==> src/design/tccw_pkg.sv <==
// constants and types for the tagged chunk chain walker
// no dependencies; imported by tagged_chunk_chain_walker
package tccw_pkg;

  // atom tag byte codes
  localparam logic [7:0] TAG_LEAD = 8'h4F;  // 'O'
  localparam logic [7:0] TAG_LOW  = 8'h41;  // 'A'
  localparam logic [7:0] TAG_HIGH = 8'h5A;  // 'Z'

  // atom header: four tag bytes then four length bytes
  localparam int unsigned HEADER_BYTES = 8;
  localparam int unsigned LEN_WIDTH    = 32;
  localparam int unsigned STEP_WIDTH   = LEN_WIDTH + 1;

  // header byte index
  typedef logic [2:0] hdr_idx_t;

  localparam hdr_idx_t IDX_TAG0 = 3'd0;
  localparam hdr_idx_t IDX_LEN0 = 3'd4;
  localparam hdr_idx_t IDX_LEN1 = 3'd5;
  localparam hdr_idx_t IDX_LEN2 = 3'd6;
  localparam hdr_idx_t IDX_LEN3 = 3'd7;

endpackage

==> src/design/tagged_chunk_chain_walker.sv <==
// Tagged chunk chain walker.
// Input channel: in_valid_i / in_ready_o with data_byte_i, one file byte per
// word, in stream order from offset zero.
// Output channel: out_valid_o / out_ready_i with stopped_o and
// expected_size_o, exactly one result word per input byte, giving the
// sticky stop flag and the end offset of the last parsed atom, both as they
// stand after that byte.
// Each byte's result is registered in the output register, or in the skid register.
// Throughput: one byte per cycle while the skid register is empty; the walker
// state update is one compare of the position against the next atom start and two offset-wide adds.
// A two-entry result buffer (output register plus skid register) lets a
// byte be taken while a finished result still waits; when the receiver
// stalls and both entries are full, in_ready_o drops until a word is taken.
// Reset (rst_ni low, asynchronous) clears position, next atom start,
// header progress, the stop flag and the result buffer.
// Depends on tccw_pkg.
module tagged_chunk_chain_walker #(
  parameter int unsigned OFFSET_WIDTH = 48
) (
  input  logic                    clk_i,
  input  logic                    rst_ni,
  input  logic                    in_valid_i,
  output logic                    in_ready_o,
  input  logic [7:0]              data_byte_i,
  output logic                    out_valid_o,
  input  logic                    out_ready_i,
  output logic                    stopped_o,
  output logic [OFFSET_WIDTH-1:0] expected_size_o
);
  import tccw_pkg::*;

  localparam logic [OFFSET_WIDTH-1:0] OFF_MAX = {OFFSET_WIDTH{1'b1}};

  // walker state
  logic [OFFSET_WIDTH-1:0] pos_q, pos_d;
  logic [OFFSET_WIDTH-1:0] nas_q, nas_d;
  hdr_idx_t                hdr_q, hdr_d;
  logic [23:0]             len_q, len_d;
  logic                    stop_q, stop_d;

  // result buffer
  logic                    out_valid_q, skid_valid_q;
  logic                    out_stop_q, skid_stop_q;
  logic [OFFSET_WIDTH-1:0] out_size_q, skid_size_q;

  logic push, pop;
  logic in_header, tag_ok;
  logic [LEN_WIDTH-1:0]    full_len;
  logic [STEP_WIDTH-1:0]   step;
  logic [OFFSET_WIDTH:0]   sum;

  assign in_ready_o = !skid_valid_q;
  assign push = in_valid_i && in_ready_o;
  assign pop  = out_valid_q && out_ready_i;

  // header detection and end offset arithmetic
  assign in_header = (hdr_q != IDX_TAG0) || ((pos_q == nas_q) && (nas_q != OFF_MAX));
  assign tag_ok    = (hdr_q == IDX_TAG0) ? (data_byte_i == TAG_LEAD)
                   : (data_byte_i inside {[TAG_LOW:TAG_HIGH]});
  assign full_len  = {data_byte_i, len_q};
  assign step      = STEP_WIDTH'(HEADER_BYTES) + {1'b0, full_len};
  assign sum       = {1'b0, nas_q} + {{(OFFSET_WIDTH + 1 - STEP_WIDTH){1'b0}}, step};

  // next walker state for the byte at the input
  always_comb begin
    pos_d  = pos_q;
    nas_d  = nas_q;
    hdr_d  = hdr_q;
    len_d  = len_q;
    stop_d = stop_q;
    if (!stop_q) begin
      if (in_header) begin
        case (hdr_q)
          IDX_LEN0: begin
            len_d[7:0] = data_byte_i;
            hdr_d      = hdr_q + hdr_idx_t'(1);
          end
          IDX_LEN1: begin
            len_d[15:8] = data_byte_i;
            hdr_d       = hdr_q + hdr_idx_t'(1);
          end
          IDX_LEN2: begin
            len_d[23:16] = data_byte_i;
            hdr_d        = hdr_q + hdr_idx_t'(1);
          end
          IDX_LEN3: begin
            nas_d = sum[OFFSET_WIDTH] ? OFF_MAX : sum[OFFSET_WIDTH-1:0];
            hdr_d = IDX_TAG0;
            len_d = '0;
          end
          default: begin
            // tag bytes
            if (!tag_ok) begin
              stop_d = 1'b1;
              hdr_d  = IDX_TAG0;
              len_d  = '0;
            end else begin
              hdr_d = hdr_q + hdr_idx_t'(1);
            end
          end
        endcase
      end
      if (pos_q != OFF_MAX) begin
        pos_d = pos_q + OFFSET_WIDTH'(1);
      end
    end
  end

  // walker state registers
  always_ff @(posedge clk_i or negedge rst_ni) begin
    if (!rst_ni) begin
      pos_q  <= '0;
      nas_q  <= '0;
      hdr_q  <= IDX_TAG0;
      len_q  <= '0;
      stop_q <= 1'b0;
    end else if (push) begin
      pos_q  <= pos_d;
      nas_q  <= nas_d;
      hdr_q  <= hdr_d;
      len_q  <= len_d;
      stop_q <= stop_d;
    end
  end

  // result buffer control
  always_ff @(posedge clk_i or negedge rst_ni) begin
    if (!rst_ni) begin
      out_valid_q  <= 1'b0;
      skid_valid_q <= 1'b0;
    end else if (skid_valid_q) begin
      if (pop) begin
        skid_valid_q <= 1'b0;
      end
    end else if (push) begin
      if (out_valid_q && !pop) begin
        skid_valid_q <= 1'b1;
      end else begin
        out_valid_q <= 1'b1;
      end
    end else if (pop) begin
      out_valid_q <= 1'b0;
    end
  end

  // result buffer payload
  always_ff @(posedge clk_i) begin
    if (skid_valid_q) begin
      if (pop) begin
        out_stop_q <= skid_stop_q;
        out_size_q <= skid_size_q;
      end
    end else if (push) begin
      if (out_valid_q && !pop) begin
        skid_stop_q <= stop_d;
        skid_size_q <= nas_d;
      end else begin
        out_stop_q <= stop_d;
        out_size_q <= nas_d;
      end
    end
  end

  assign out_valid_o     = out_valid_q;
  assign stopped_o       = out_stop_q;
  assign expected_size_o = out_size_q;

`ifndef SYNTH
  // skid entry is only ever filled behind a waiting output word
  a_skid_behind_out: assert property (@(posedge clk_i) disable iff (!rst_ni)
    skid_valid_q |-> out_valid_q)
    else $error("skid word held without output word");

  // stop is sticky
  a_stop_sticky: assert property (@(posedge clk_i) disable iff (!rst_ni)
    stop_q |=> stop_q)
    else $error("stop flag cleared");

  // expected end never moves backward
  a_size_monotonic: assert property (@(posedge clk_i) disable iff (!rst_ni)
    1'b1 |=> nas_q >= $past(nas_q))
    else $error("next atom start decreased");

  // no header in progress once stopped
  a_no_header_when_stopped: assert property (@(posedge clk_i) disable iff (!rst_ni)
    (hdr_q != IDX_TAG0) |-> !stop_q)
    else $error("header progress after stop");
`endif

endmodule
==> config.mk <==
export PLATFORM = sky130hd
export DESIGN_NAME = tagged_chunk_chain_walker
export DESIGN_NICKNAME = d
export VERILOG_FILES = /design/src/design/tccw_pkg.sv /design/src/design/tagged_chunk_chain_walker.sv
export SDC_FILE = /design/constraint.sdc
export NUM_CORES = 1
export LEC_CHECK = 0
export ABC_AREA = 1
export ABC_CLOCK_PERIOD_IN_PS = 10200
export BUFFER_PORTS_ARGS = -buffer_cell sky130_fd_sc_hd__buf_2
export CELL_PAD_IN_SITES_DETAIL_PLACEMENT = 2
export CELL_PAD_IN_SITES_GLOBAL_PLACEMENT = 2
export CORE_UTILIZATION = 40
export CTS_BUF_LIST = sky130_fd_sc_hd__clkbuf_2 sky130_fd_sc_hd__clkbuf_4 sky130_fd_sc_hd__clkbuf_8
export DETAILED_ROUTE_END_ITERATION = 12
export PLACE_DENSITY_LB_ADDON = 0.12
export SYNTH_ARGS = -nofsm -noshare
export SYNTH_HDL_FRONTEND = slang
export SYNTH_SLANG_ARGS = --single-unit
==> constraint.sdc <==
create_clock -name clk_i -period 10.2 [get_ports clk_i]
set_input_delay 2.04 -clock clk_i [delete_from_list [all_inputs] [get_ports clk_i]]
set_output_delay 2.04 -clock clk_i [all_outputs]
set_load 0.05 [all_outputs]
-- Word-level counts from Yosys, hierarchy flattened
Index checks and enable logic that the tools add are counted.
- $add $sub $neg: 4
- magnitude comparators: 2
- eq/ne operators: 14
- multiplexer cells: 30
- bitwise operators: 5
- reductions and logical operators: 25
- operators with widths (operator ; count):
    $mux W48 ; 8
    $ne A48 B48 Y1 const B ; 2
    $pmux W8 S3 ; 3
    $add A48 B33 Y49 ; 1
    $add A48 B1 Y48 const B ; 1
    $eq A48 B48 Y1 ; 1
    $add A4 B32 Y33 const A ; 1
    $mux W24 ; 1
    $mux W1 ; 16
    $reduce_and A3 Y1 ; 5
    $reduce_and A5 Y1 ; 3
    $eq A3 B3 Y1 const B ; 4
    $ne A3 B1 Y1 const B ; 3
    $eq A8 B7 Y1 const B ; 1
    $ge A8 B7 Y1 const B ; 1
    $le A8 B7 Y1 const B ; 1
    $pmux W3 S2 ; 1
    $reduce_or A2 Y1 ; 3
    $logic_and A1 B1 Y1 ; 5
    $not A1 Y1 ; 5
    $ne A2 B2 Y1 const B ; 2
    $reduce_bool A2 Y1 ; 2
    $reduce_or A4 Y1 ; 1
    $add A3 B1 Y3 const B ; 1
    7 further kinds ; 8
- register bits after elaboration: 224
- input bits: 12
- output and inout bits: 51
- word-level logic and storage cells: 93

-- Longest topological paths before layout
Gate-level depths: netlist of run 1.
- depth after elaboration: 10
- gate-level depth with buffers: 21
- gate-level depth less buffers: 20

-- Worst setup path before layout of run 1
OpenSTA, ideal clock, no wires.
- kind: input -> register
- start point: input port in_valid_i
- end point: register out_size_q[0] (netlist: expected_size_o[0]) (enable)
- library setup time: 472 ps
- data arrival time: 5009 ps
- data required time: 9728 ps
- path slack: 4719 ps
- stages: 5
- path buffers: 1
- path through: nand2_1 > clkinv_1 > clkbuf_1 > a21oi_1 > a21oi_1
- word-level cells in the longest chain between the ends: 3
- RTL lines (what ; line ; RTL):
    start, declared ; tagged_chunk_chain_walker.sv:22 ; input logic in_valid_i,
    $logic_and A1 B1 Y1 ; tagged_chunk_chain_walker.sv:53 ; assign push = in_valid_i && in_ready_o;
    $reduce_bool A2 Y1 (no source line) ; -- ;
    $reduce_and A3 Y1 (no source line) ; -- ;
    end signal, assigned ; tagged_chunk_chain_walker.sv:151 ; out_size_q <= skid_size_q;
    end signal, assigned ; tagged_chunk_chain_walker.sv:159 ; out_size_q <= nas_d;
    end, declared ; tagged_chunk_chain_walker.sv:44 ; logic [OFFSET_WIDTH-1:0] out_size_q, skid_size_q;
No other way between the ends.
A chain may end at the register's enable or synchronous reset.

-- Final worst setup path of run 1
- start point: input port data_byte_i[3]
- end point: register out_size_q[28] (netlist: expected_size_o[28]) (data pin)
- word-level cells in the longest chain between the ends: 9
- RTL lines (what ; line ; RTL):
    start, declared ; tagged_chunk_chain_walker.sv:24 ; input logic [7:0] data_byte_i,
    $add A4 B32 Y33 ; tagged_chunk_chain_walker.sv:61 ; assign step = STEP_WIDTH'(HEADER_BYTES) + {1'b0, full_len};
    $add A48 B33 Y49 ; tagged_chunk_chain_walker.sv:62 ; assign sum = {1'b0, nas_q} + {{(OFFSET_WIDTH + 1 - STEP_WIDTH){1'b0}}, step};
    $mux W48 ; tagged_chunk_chain_walker.sv:87 ; nas_d = sum[OFFSET_WIDTH] ? OFF_MAX : sum[OFFSET_WIDTH-1:0];
    $mux W48 ; tagged_chunk_chain_walker.sv:73 ; case (hdr_q)
    $mux W48 ; tagged_chunk_chain_walker.sv:72 ; if (in_header) begin
    $mux W48 ; tagged_chunk_chain_walker.sv:71 ; if (!stop_q) begin
    $mux W48 ; tagged_chunk_chain_walker.sv:154 ; if (out_valid_q && !pop) begin
    $mux W48 ; tagged_chunk_chain_walker.sv:153 ; end else if (push) begin
    $mux W48 ; tagged_chunk_chain_walker.sv:148 ; if (skid_valid_q) begin
No other way between the ends. The select of a mux whose other input is x is not followed.

==> results.py, run 1 <==
metrics = {
    "sta": {
        "fin_setup_tns_ns": 0,
        "slew_viol_final": 0,
        "finClkSkew_ns": 0.0340,
        "tightest_slew_ns": 1.21,
        "post-route-min-period_ns": 5.17,
        "max_freq_ghz": 0.194,
        "post-route-period-util": 0.507,
        "whs_ns": 0.503,
        "finalHoldViolations": 0,
        "rsz0062_at_grt": "false",
        "setup_viol": 0,
        "relSlewSlack": 0.193,
    },
    "synthesis": {
        "synthMuxAreaShare": 0,
        "syn-num-nets": 2172,
        "synth_commonest_cells": "797 x nand2_1, 237 x inv_1, 196 x nor2_1, 152 x nand3_1, 126 x dfrtp_1",
        "async_reset_ff_frac": 0.563,
        "yosysSeqAreaShare": 0.408,
        "synthMostInstantiatedCell": "nand2_1",
        "yosysTopAreaCellShare": 0.211,
        "post_synth.cell_area_avg_sq_um": 7.15,
        "synthAdderAreaFrac": 0.0600,
        "netlist_instances": 2089,
        "synth_seq_cells": 224,
        "yosysUniqueCellTypes": 41,
        "synth-simple-area-share": 0.360,
        "synth-main-ff-cell": "dfrtp_1",
        "synth_xor_xnor_area_share": 0.0422,
        "synth_compound_gate_area_share": 0.0534,
        "yosysTopAreaCell": "dfrtp_1",
        "yosys_warnings": 0,
        "synth_top_family_by_area": "simple AND/OR/NAND/NOR gates",
        "synth_edf_count": 98,
        "syn_area_sq_um": 14900,
        "netlist_top_cells_area": "dfrtp_1 21%, nand2_1 20%, edfxtp_1 20%",
    },
    "setup_path": {
        "critPathLaunchType": "input port",
        "r2r_slack_ns": 5.86,
        "endpoint": "expected_size_o[28]$_DFFE_PP_",
        "path_max_fanout": 22,
        "cp.depth": 13,
        "r2r-end": "expected_size_o[28]$_DFFE_PP_",
        "reg2reg_from": "nas_q[18]$_DFFE_PN0P_",
        "critical-path-top-delay-family": "simple AND/OR/NAND/NOR gates",
        "cp.required_ns": 10.57,
        "slowest_delay_ns": 0.87,
        "cp_slowest_cell": "nand3_1",
        "cp.arrival_ns": 5.54,
        "path_buf_inv": 2,
        "crit_path_start": "data_byte_i[3]",
        "crit_chain": "buf_2 -> ha_1 -> ha_1 -> a21oi_1 -> o21ai_0 -> nand2_1 -> nand2_1 -> o21ai_0 -> nand3_1 -> inv_1 -> nand3_1 -> nand3_1 -> nand2_1",
        "critPathCaptureType": "register",
        "ff2ff_path_depth": 14,
        "worstSetupPathType": "input port to register",
    },
    "detailed_routing": {
        "drc": 0,
        "drt_iter0_markers": 980,
        "vias": 14900,
        "wl_per_cell_microns": 24.8,
        "antenna_left": 0,
        "wirelength_microns": 66200,
        "via_per_inst": 5.60,
        "firstDrtPassIters": 5,
    },
    "floorplan": {
        "die_x_microns": 195,
        "rows": 70,
        "fp.dieH_microns": 195,
        "dieArea_sq_um": 38100,
        "coreArea_sq_um": 36700,
        "boundaryPins": 63,
        "start_util": 0.407,
    },
    "placement": {
        "io_buffers": 62,
        "hpwlAfterDp_microns": 49200,
        "numPlacedInstances": 2586,
        "gp_congestion": 0.974,
    },
    "global_route": {
        "overflow": 0,
        "grt.total_usage": 0.355,
        "grt_pass1_vias": 16500,
        "grt_max_degree": 74,
        "grt_pass1_wl_microns": 101000,
        "antenna_found_initial": 0,
    },
    "layout": {
        "antenna_cells": 0,
        "syn2layout_area_growth_pct": 11.9,
        "fin_cells": 2664,
        "drive_above_1_share": 0.0829,
        "post-route-util": 0.455,
        "nNetsFinal": 2245,
        "num-fill-cells": 4352,
    },
    "clock_network": {
        "cts_tree": "built",
        "post-cts-setup-buffer-count": 0,
        "clk_pin_slew_ns": 0.06,
        "clockBufferDepth": 3,
        "post_cts_resized": 0,
        "cts.htree.levels": 2,
        "cts-root-buf": "clkbuf_8",
        "clk_latency_ns": 0.64,
        "cts.sinks": 224,
        "postCtsHoldBufs": 0,
        "cts_buffers": 42,
    },
    "power_and_ir_drop": {
        "ir_drop_mv": 0.127,
        "p_per_area_nw_per_um2": 123,
        "leakage_nw": 8.04,
        "power_mw": 2.05,
    },
    "hold_path": {
        "holdCritPathClass": "register to register",
    },
    "job": {
        "cap_violations": 0,
    },
    "outcome": {
        "status": "finished clean",
    },
}
## metrics by stage
| step | worst slack (ns) | cell area, sq um |
|---|---|---|
| floorplan | 4.72 | 14900 |
| global placement | 4.81 | 15700 |
| detailed placement | 4.59 | 15700 |
| CTS | 5.15 | 16700 |
| global route | 4.97 | 16700 |
| finish | 5.03 | 16700 |
## power by group
group	total (mW)	internal (mW)	switching, mW
sequential	0.936	0.936	0
clock	1.06	0.608	0.454
combinational	0.0559	0.0130	0.0429
total	2.05	1.56	0.497
## worst min path at each step
stage / start / to / cells after the start
2_1_floorplan: len_q[3]$_DFFE_PN0P_ / len_q[3]$_DFFE_PN0P_ / 2
3_3_place_gp: len_q[3]$_DFFE_PN0P_ / len_q[3]$_DFFE_PN0P_ / 2
3_5_place_dp: len_q[3]$_DFFE_PN0P_ / len_q[3]$_DFFE_PN0P_ / 2
4_1_cts: len_q[3]$_DFFE_PN0P_ / len_q[3]$_DFFE_PN0P_ / 2
5_1_grt: len_q[3]$_DFFE_PN0P_ / len_q[3]$_DFFE_PN0P_ / 2
6_report: len_q[3]$_DFFE_PN0P_ / len_q[3]$_DFFE_PN0P_ / 2
## state kept, by name (all words and copies together) (netlist names)
register,cells
skid_stop_q,1
stop_q,1
len_q,24
expected_size_o,48
nas_q,48
skid_size_q,48
stopped_o,1
skid_valid_q,1
pos_q,48
out_valid_o,1
hdr_q,3
## layout make-up
class	count	area, sq um	share of cell area
clock inverters	18	220	0.0132
flip-flops and latches	224	6100	0.365
well taps	468	586	0.0351
repair buffers	72	392	0.0234
inverters	248	931	0.0557
clock buffers	60	757	0.0453
multi-input cells	1574	7720	0.462
## kinds of logic (layout without fill, tap and decap cells)
| kind of cell | after synthesis | count (layout) |
|---|---|---|
| buf+inv | 291 | 398 |
| flops | 224 | 224 |
| compound gates | 148 | 148 |
| simple gates | 1283 | 1283 |
| xor+xnor | 72 | 72 |
| fa+ha+maj | 71 | 71 |
## worst min-delay path: cells and delay by family, from the launching register on
family | cells | cell delay [ns]
flops | 1 | 0.35
compound gates | 1 | 0.06
simple gates | 1 | 0.05
## metal layers
| layer | routed length, microns | track usage | vias to the layer above |
|---|---|---|---|
| li1 | - | - | 6803 |
| met3 | 3050 | 0.0413 | 151 |
| met1 | 28600 | 0.448 | 7542 |
| met4 | 2910 | 0.162 | 0 |
| met5 | 0 | 0 | - |
| met2 | 31600 | 0.607 | 429 |
## layout by cell type (no fill, tap or decap), drive strengths merged
master / count
nor4: 16
inv: 247
dfrtp: 126
nor2: 198
bufinv: 5
a21oi: 43
nand2b: 1
or2: 2
o21ai: 86
nor3b: 1
xnor2: 8
and3: 1
nand4: 22
a21o: 1
buf: 72
edfxtp: 98
a31oi: 1
a211oi: 1
nand2: 802
clkbuf: 60
xor2: 64
nor3: 36
fa: 1
nand3b: 6
ha: 70
and2: 35
clkinvlp: 3
o21bai: 15
clkinv: 11
o22ai: 1
nand3: 163
No activity file was read; power rests on OpenSTA's default activity.
==> inputs of run 2 (changes only) <==
--- a/config.mk
+++ b/config.mk
@@ -6,11 +6,11 @@
 export NUM_CORES = 1
 export LEC_CHECK = 0
 export ABC_AREA = 1
-export ABC_CLOCK_PERIOD_IN_PS = 10200
+export ABC_CLOCK_PERIOD_IN_PS = 5000
 export BUFFER_PORTS_ARGS = -buffer_cell sky130_fd_sc_hd__buf_2
 export CELL_PAD_IN_SITES_DETAIL_PLACEMENT = 2
 export CELL_PAD_IN_SITES_GLOBAL_PLACEMENT = 2
-export CORE_UTILIZATION = 40
+export CORE_UTILIZATION = 37
 export CTS_BUF_LIST = sky130_fd_sc_hd__clkbuf_2 sky130_fd_sc_hd__clkbuf_4 sky130_fd_sc_hd__clkbuf_8
 export DETAILED_ROUTE_END_ITERATION = 12
 export PLACE_DENSITY_LB_ADDON = 0.12
==> constraint.sdc (replaced) <==
create_clock -name clk_i -period 5 [get_ports clk_i]
set_input_delay 1 -clock clk_i [delete_from_list [all_inputs] [get_ports clk_i]]
set_output_delay 1 -clock clk_i [all_outputs]
set_load 0.05 [all_outputs]
==> results.py, run 2 (synthesized netlist as in run 1, its figures left out) <==
metrics = {
    "outcome": {
        "status": "finished clean",
    },
    "setup_path": {
        "crit_path_start": "nas_q[33]$_DFFE_PN0P_",
        "r2r-end": "expected_size_o[28]$_DFFE_PP_",
        "ff2ff_path_depth": 16,
        "path_max_fanout": 16,
        "critPathLaunchType": "register",
        "worstSetupPathType": "register to register",
        "cp.arrival_ns": 4.08,
        "r2r_slack_ns": 1.26,
        "reg2reg_from": "nas_q[33]$_DFFE_PN0P_",
        "cp.required_ns": 5.35,
        "critPathCaptureType": "register",
    },
    "clock_network": {
        "cts.htree.levels": 2,
        "clockBufferDepth": 3,
        "cts_tree": "built",
        "post_cts_resized": 0,
        "cts-root-buf": "clkbuf_8",
        "clk_latency_ns": 0.61,
        "post-cts-setup-buffer-count": 0,
        "cts.sinks": 224,
        "cts_buffers": 43,
        "clk_pin_slew_ns": 0.06,
        "postCtsHoldBufs": 0,
    },
    "global_route": {
        "grt_pass1_wl_microns": 98900,
        "overflow": 0,
        "grt.total_usage": 0.321,
        "grt_max_degree": 69,
        "antenna_found_initial": 2,
        "grt_pass1_vias": 16100,
    },
    "sta": {
        "post-route-min-period_ns": 3.74,
        "slew_viol_final": 0,
        "post-route-period-util": 0.747,
        "max_freq_ghz": 0.268,
        "tightest_slew_ns": 0.907,
        "setup_viol": 0,
        "setup_ws_ns": 1.26,
        "fin_setup_tns_ns": 0,
        "finalHoldViolations": 0,
        "rsz0062_at_grt": "false",
        "finClkSkew_ns": 0.0274,
        "relSlewSlack": 0.390,
    },
    "power_and_ir_drop": {
        "clkPwrFrac": 0.485,
        "pwr-share-seq": 0.487,
        "swShare": 0.247,
        "internal_power_mw": 2.96,
        "ir_drop_mv": 0.154,
        "leakage_nw": 8.03,
        "p_comb_frac": 0.029,
        "p_per_area_nw_per_um2": 235,
        "switching_power_uw": 970,
    },
    "detailed_routing": {
        "vias": 14700,
        "antenna_left": 0,
        "wirelength_microns": 64700,
        "drt_iter0_markers": 903,
        "wl_per_cell_microns": 23.7,
        "via_per_inst": 5.40,
        "drc": 0,
        "firstDrtPassIters": 5,
    },
    "floorplan": {
        "start_util": 0.376,
        "rows": 73,
        "die_x_microns": 203,
        "coreArea_sq_um": 39700,
        "fp.dieH_microns": 203,
        "boundaryPins": 63,
        "dieArea_sq_um": 41200,
    },
    "layout": {
        "antenna_cells": 0,
        "nNetsFinal": 2255,
        "drive_above_1_share": 0.0834,
        "final_cell_mix": "797 x nand2_1, 237 x inv_1, 195 x nor2_1",
        "num-fill-cells": 4800,
        "syn2layout_area_growth_pct": 12.0,
        "post-route-util": 0.421,
        "final_common_cell": "nand2_1",
    },
    "job": {
        "cap_violations": 0,
    },
    "hold_path": {
        "holdCritPathClass": "input port to asynchronous set/reset pin",
    },
    "placement": {
        "hpwlAfterDp_microns": 50000,
        "post-place-ws_ns": 1.17,
        "io_buffers": 62,
        "gp_congestion": 0.975,
    },
}
## run 2: stage by stage
step                hold slack [ns]  std cells  area [sq um]  total power, mW
floorplan                     0.453       2089         14900             1.99
global placement              0.475       2652         15900             2.06
detailed placement            0.493       2652         15900             2.06
CTS                           0.318       2730         16700             3.98
global route                  0.345       2730         16700             4.05
finish                        0.340       2730         16700             3.93
## run 2: cell type report
class / count / area [sq um] / area share
flip-flops and latches: 224 / 6100 / 0.365
repair buffers: 81 / 459 / 0.0275
multi-input cells: 1574 / 7720 / 0.462
inverters: 248 / 931 / 0.0557
well taps: 525 / 657 / 0.0393
clock inverters: 18 / 103 / 0.00614
clock buffers: 60 / 751 / 0.0449
## run 2: per-layer routing
| metal | track usage | vias up | share of wire |
|---|---|---|---|
| met5 | 0 | - | 0.00020 |
| met4 | 0.135 | 2 | 0.042 |
| met3 | 0.0416 | 131 | 0.043 |
| met2 | 0.546 | 360 | 0.48 |
| met1 | 0.410 | 7413 | 0.44 |
| li1 | - | 6825 | - |
## run 2: worst max-delay path by stage
stage	to	slack, ns	cells past startpoint
detailed placement	expected_size_o[45]$_DFFE_PP_	1.17	16
global route	expected_size_o[38]$_DFFE_PP_	1.11	15
global placement	expected_size_o[39]$_DFFE_PP_	1.28	12
CTS	expected_size_o[28]$_DFFE_PP_	1.32	16
floorplan	expected_size_o[0]$_DFFE_PP_	0.56	5
finish	expected_size_o[28]$_DFFE_PP_	1.26	16
## run 2: power groups by stage
stage	logic (mW)	clock network, mW	registers [mW]
final	0.113	1.90	1.91
after global placement	0.110	0	1.95
after floorplan	0.0478	0	1.95
after global routing	0.124	2.01	1.91
after CTS	0.113	1.96	1.91
after detailed placement	0.112	0	1.95
## run 2: critical path, cell delays in order, from the launching register on
cell	delay [ns]
dfrtp_1	0.69
inv_1	0.19
nand2_1	0.10
nand2_1	0.10
nor2_1	0.13
nand2_1	0.07
nor2_1	0.12
nand2_1	0.09
nor2_2	0.18
nand2_2	0.13
nand2_2	0.20
nand2_2	0.26
nor2_4	0.52
buf_4	0.33
nand3_1	0.17
nand3_1	0.14
nand2_1	0.06
==> inputs of run 3 (changes only) <==
--- a/config.mk
+++ b/config.mk
@@ -6,7 +6,7 @@
 export NUM_CORES = 1
 export LEC_CHECK = 0
 export ABC_AREA = 1
-export ABC_CLOCK_PERIOD_IN_PS = 5000
+export ABC_CLOCK_PERIOD_IN_PS = 3600
 export BUFFER_PORTS_ARGS = -buffer_cell sky130_fd_sc_hd__buf_2
 export CELL_PAD_IN_SITES_DETAIL_PLACEMENT = 2
 export CELL_PAD_IN_SITES_GLOBAL_PLACEMENT = 2
==> constraint.sdc (replaced) <==
create_clock -name clk_i -period 3.6 [get_ports clk_i]
set_input_delay 0.72 -clock clk_i [delete_from_list [all_inputs] [get_ports clk_i]]
set_output_delay 0.72 -clock clk_i [all_outputs]
set_load 0.05 [all_outputs]
==> results.py, run 3 (synthesized netlist as in run 1, its figures left out) <==
metrics = {
    "outcome": {
        "status": "finished clean",
    },
    "global_route": {
        "antenna_found_initial": 0,
        "grt_use_met3": 0.0491,
        "grt_pass1_wl_microns": 98800,
        "grt_use_met2": 0.532,
        "grtUsageMet1": 0.425,
        "top_usage_layer": "met2",
        "grt_pass1_vias": 15900,
        "overflow": 0,
        "grt_max_degree": 69,
        "grt.total_usage": 0.324,
    },
    "placement": {
        "post-place-ws_ns": 0.150,
        "io_buffers": 62,
        "placed_area_sq_um": 16200,
        "gp_congestion": 0.944,
        "hpwlAfterDp_microns": 51500,
    },
    "power_and_ir_drop": {
        "leakage_nw": 8.26,
        "p_per_area_nw_per_um2": 324,
        "ir_drop_mv": 0.234,
    },
    "setup_path": {
        "r2r-end": "expected_size_o[41]$_DFFE_PP_",
        "ff2ff_path_depth": 16,
        "path_max_fanout": 3,
        "cp_slowest_cell": "fa_1",
        "reg2reg_from": "nas_q[1]$_DFFE_PN0P_",
        "cp.arrival_ns": 3.78,
        "endpoint": "expected_size_o[41]$_DFFE_PP_",
        "worstSetupPathType": "register to register",
        "crit_chain": "ha_1 -> ha_1 -> inv_1 -> fa_1 -> nor2_1 -> o21ai_0 -> nand2_1 -> nand2_1 -> nand2_1 -> nand2_1 -> a21oi_1 -> nand3_1 -> nand2_1 -> nand3_1 -> nand2_1 -> nand2_1",
        "critPathCaptureType": "register",
        "cp.required_ns": 3.97,
        "r2r_slack_ns": 0.19,
        "path_common_cell": "nand2_1",
        "slowest_delay_ns": 0.47,
        "crit_path_start": "nas_q[1]$_DFFE_PN0P_",
        "critPathLaunchType": "register",
    },
    "clock_network": {
        "postCtsHoldBufs": 0,
        "cts.sinks": 224,
        "cts-root-buf": "clkbuf_8",
        "clk_latency_ns": 0.63,
        "cts.htree.levels": 2,
        "clockBufferDepth": 3,
        "post_cts_resized": 0,
        "clk_pin_slew_ns": 0.06,
        "cts_buffers": 41,
        "post-cts-setup-buffer-count": 0,
        "cts_tree": "built",
    },
    "detailed_routing": {
        "antenna_left": 0,
        "drc": 0,
        "via_per_inst": 5.32,
        "firstDrtPassIters": 4,
        "wl_per_cell_microns": 23.4,
        "wirelength_microns": 64900,
        "vias": 14700,
        "drt_iter0_markers": 835,
    },
    "sta": {
        "relSlewSlack": 0.365,
        "finClkSkew_ns": 0.0271,
        "post-route-period-util": 0.947,
        "rsz0062_at_grt": "false",
        "setup_ws_ns": 0.192,
        "finalHoldViolations": 0,
        "slew_viol_final": 0,
        "fin_setup_tns_ns": 0,
        "setup_viol": 0,
        "whs_ns": 0.133,
        "max_freq_ghz": 0.293,
        "post-route-min-period_ns": 3.41,
        "tightest_slew_ns": 0.944,
    },
    "layout": {
        "post-route-util": 0.431,
        "stdcell_area_sq_um": 17100,
        "final_cell_mix": "797 x nand2_1, 237 x inv_1, 195 x nor2_1",
        "nNetsFinal": 2293,
        "syn2layout_area_growth_pct": 14.7,
        "drive_above_1_share": 0.102,
        "final_common_cell": "nand2_1",
    },
    "floorplan": {
        "start_util": 0.376,
        "rows": 73,
        "coreArea_sq_um": 39700,
        "fp.dieH_microns": 203,
        "boundaryPins": 63,
        "dieArea_sq_um": 41200,
        "die_x_microns": 203,
    },
    "hold_path": {
        "holdCritPathClass": "input port to asynchronous set/reset pin",
    },
    "job": {
        "cap_violations": 0,
    },
}
==> run 3: cell types whose count changed in the layout (fill, tap and decap cells not counted), sizes merged <==
cell,previous run,this run
buf,81,121
clkinv,19,10
clkbuf,60,63
inv,246,248
bufinv,1,2
clkinvlp,0,1
diode,0,1
==> run 3: worst min path at each step <==
stage               slack [ns]                    end
floorplan                 0.42   hdr_q[0]$_DFFE_PN0P_
global placement          0.48   len_q[3]$_DFFE_PN0P_
detailed placement        0.49   len_q[3]$_DFFE_PN0P_
CTS                       0.15  nas_q[44]$_DFFE_PN0P_
global route              0.16  nas_q[45]$_DFFE_PN0P_
finish                    0.13  nas_q[45]$_DFFE_PN0P_
==> run 3: routing by layer <==
metal / wire length (microns) / share of wire
met1: 29300 / 0.45
met4: 2650 / 0.041
met5: 0 / 0
met2: 30000 / 0.46
met3: 2850 / 0.044
==> run 3: layout make-up <==
type	instances	area, sq um
Antenna cell	1	2.50
Clock buffer	63	767
Clock inverter	13	124
Fill cell	4753	22600
Inverter	248	931
Multi-Input combinational cell	1574	7720
Sequential cell	224	6100
Tap cell	525	657
Timing Repair Buffer	121	822
==> run 3: metrics by stage <==
step                      total power, mW  instances
after floorplan                      2.77       2089
after global placement               2.86       2692
after detailed placement             2.86       2692
after CTS                            5.60       2768
after global routing                 5.71       2768
final                                5.55       2769
==> run 3: power by group <==
| part | total (mW) | switching [mW] | leakage [nW] | internal (mW) |
|---|---|---|---|---|
| clock network | 2.74 | 1.22 | 0.475 | 1.51 |
| logic | 0.163 | 0.118 | 5.51 | 0.0450 |
| registers | 2.65 | 0 | 2.28 | 2.65 |
==> run 3: critical path, delay by kind of cell, from the launching register on <==
kind	cells	cell delay [ns]
buffers and inverters	1	0.08
DFF	1	0.42
adders and majority gates	3	1.01
and+or+nand+nor	10	1.23
AOI/OAI and AO/OA	2	0.40
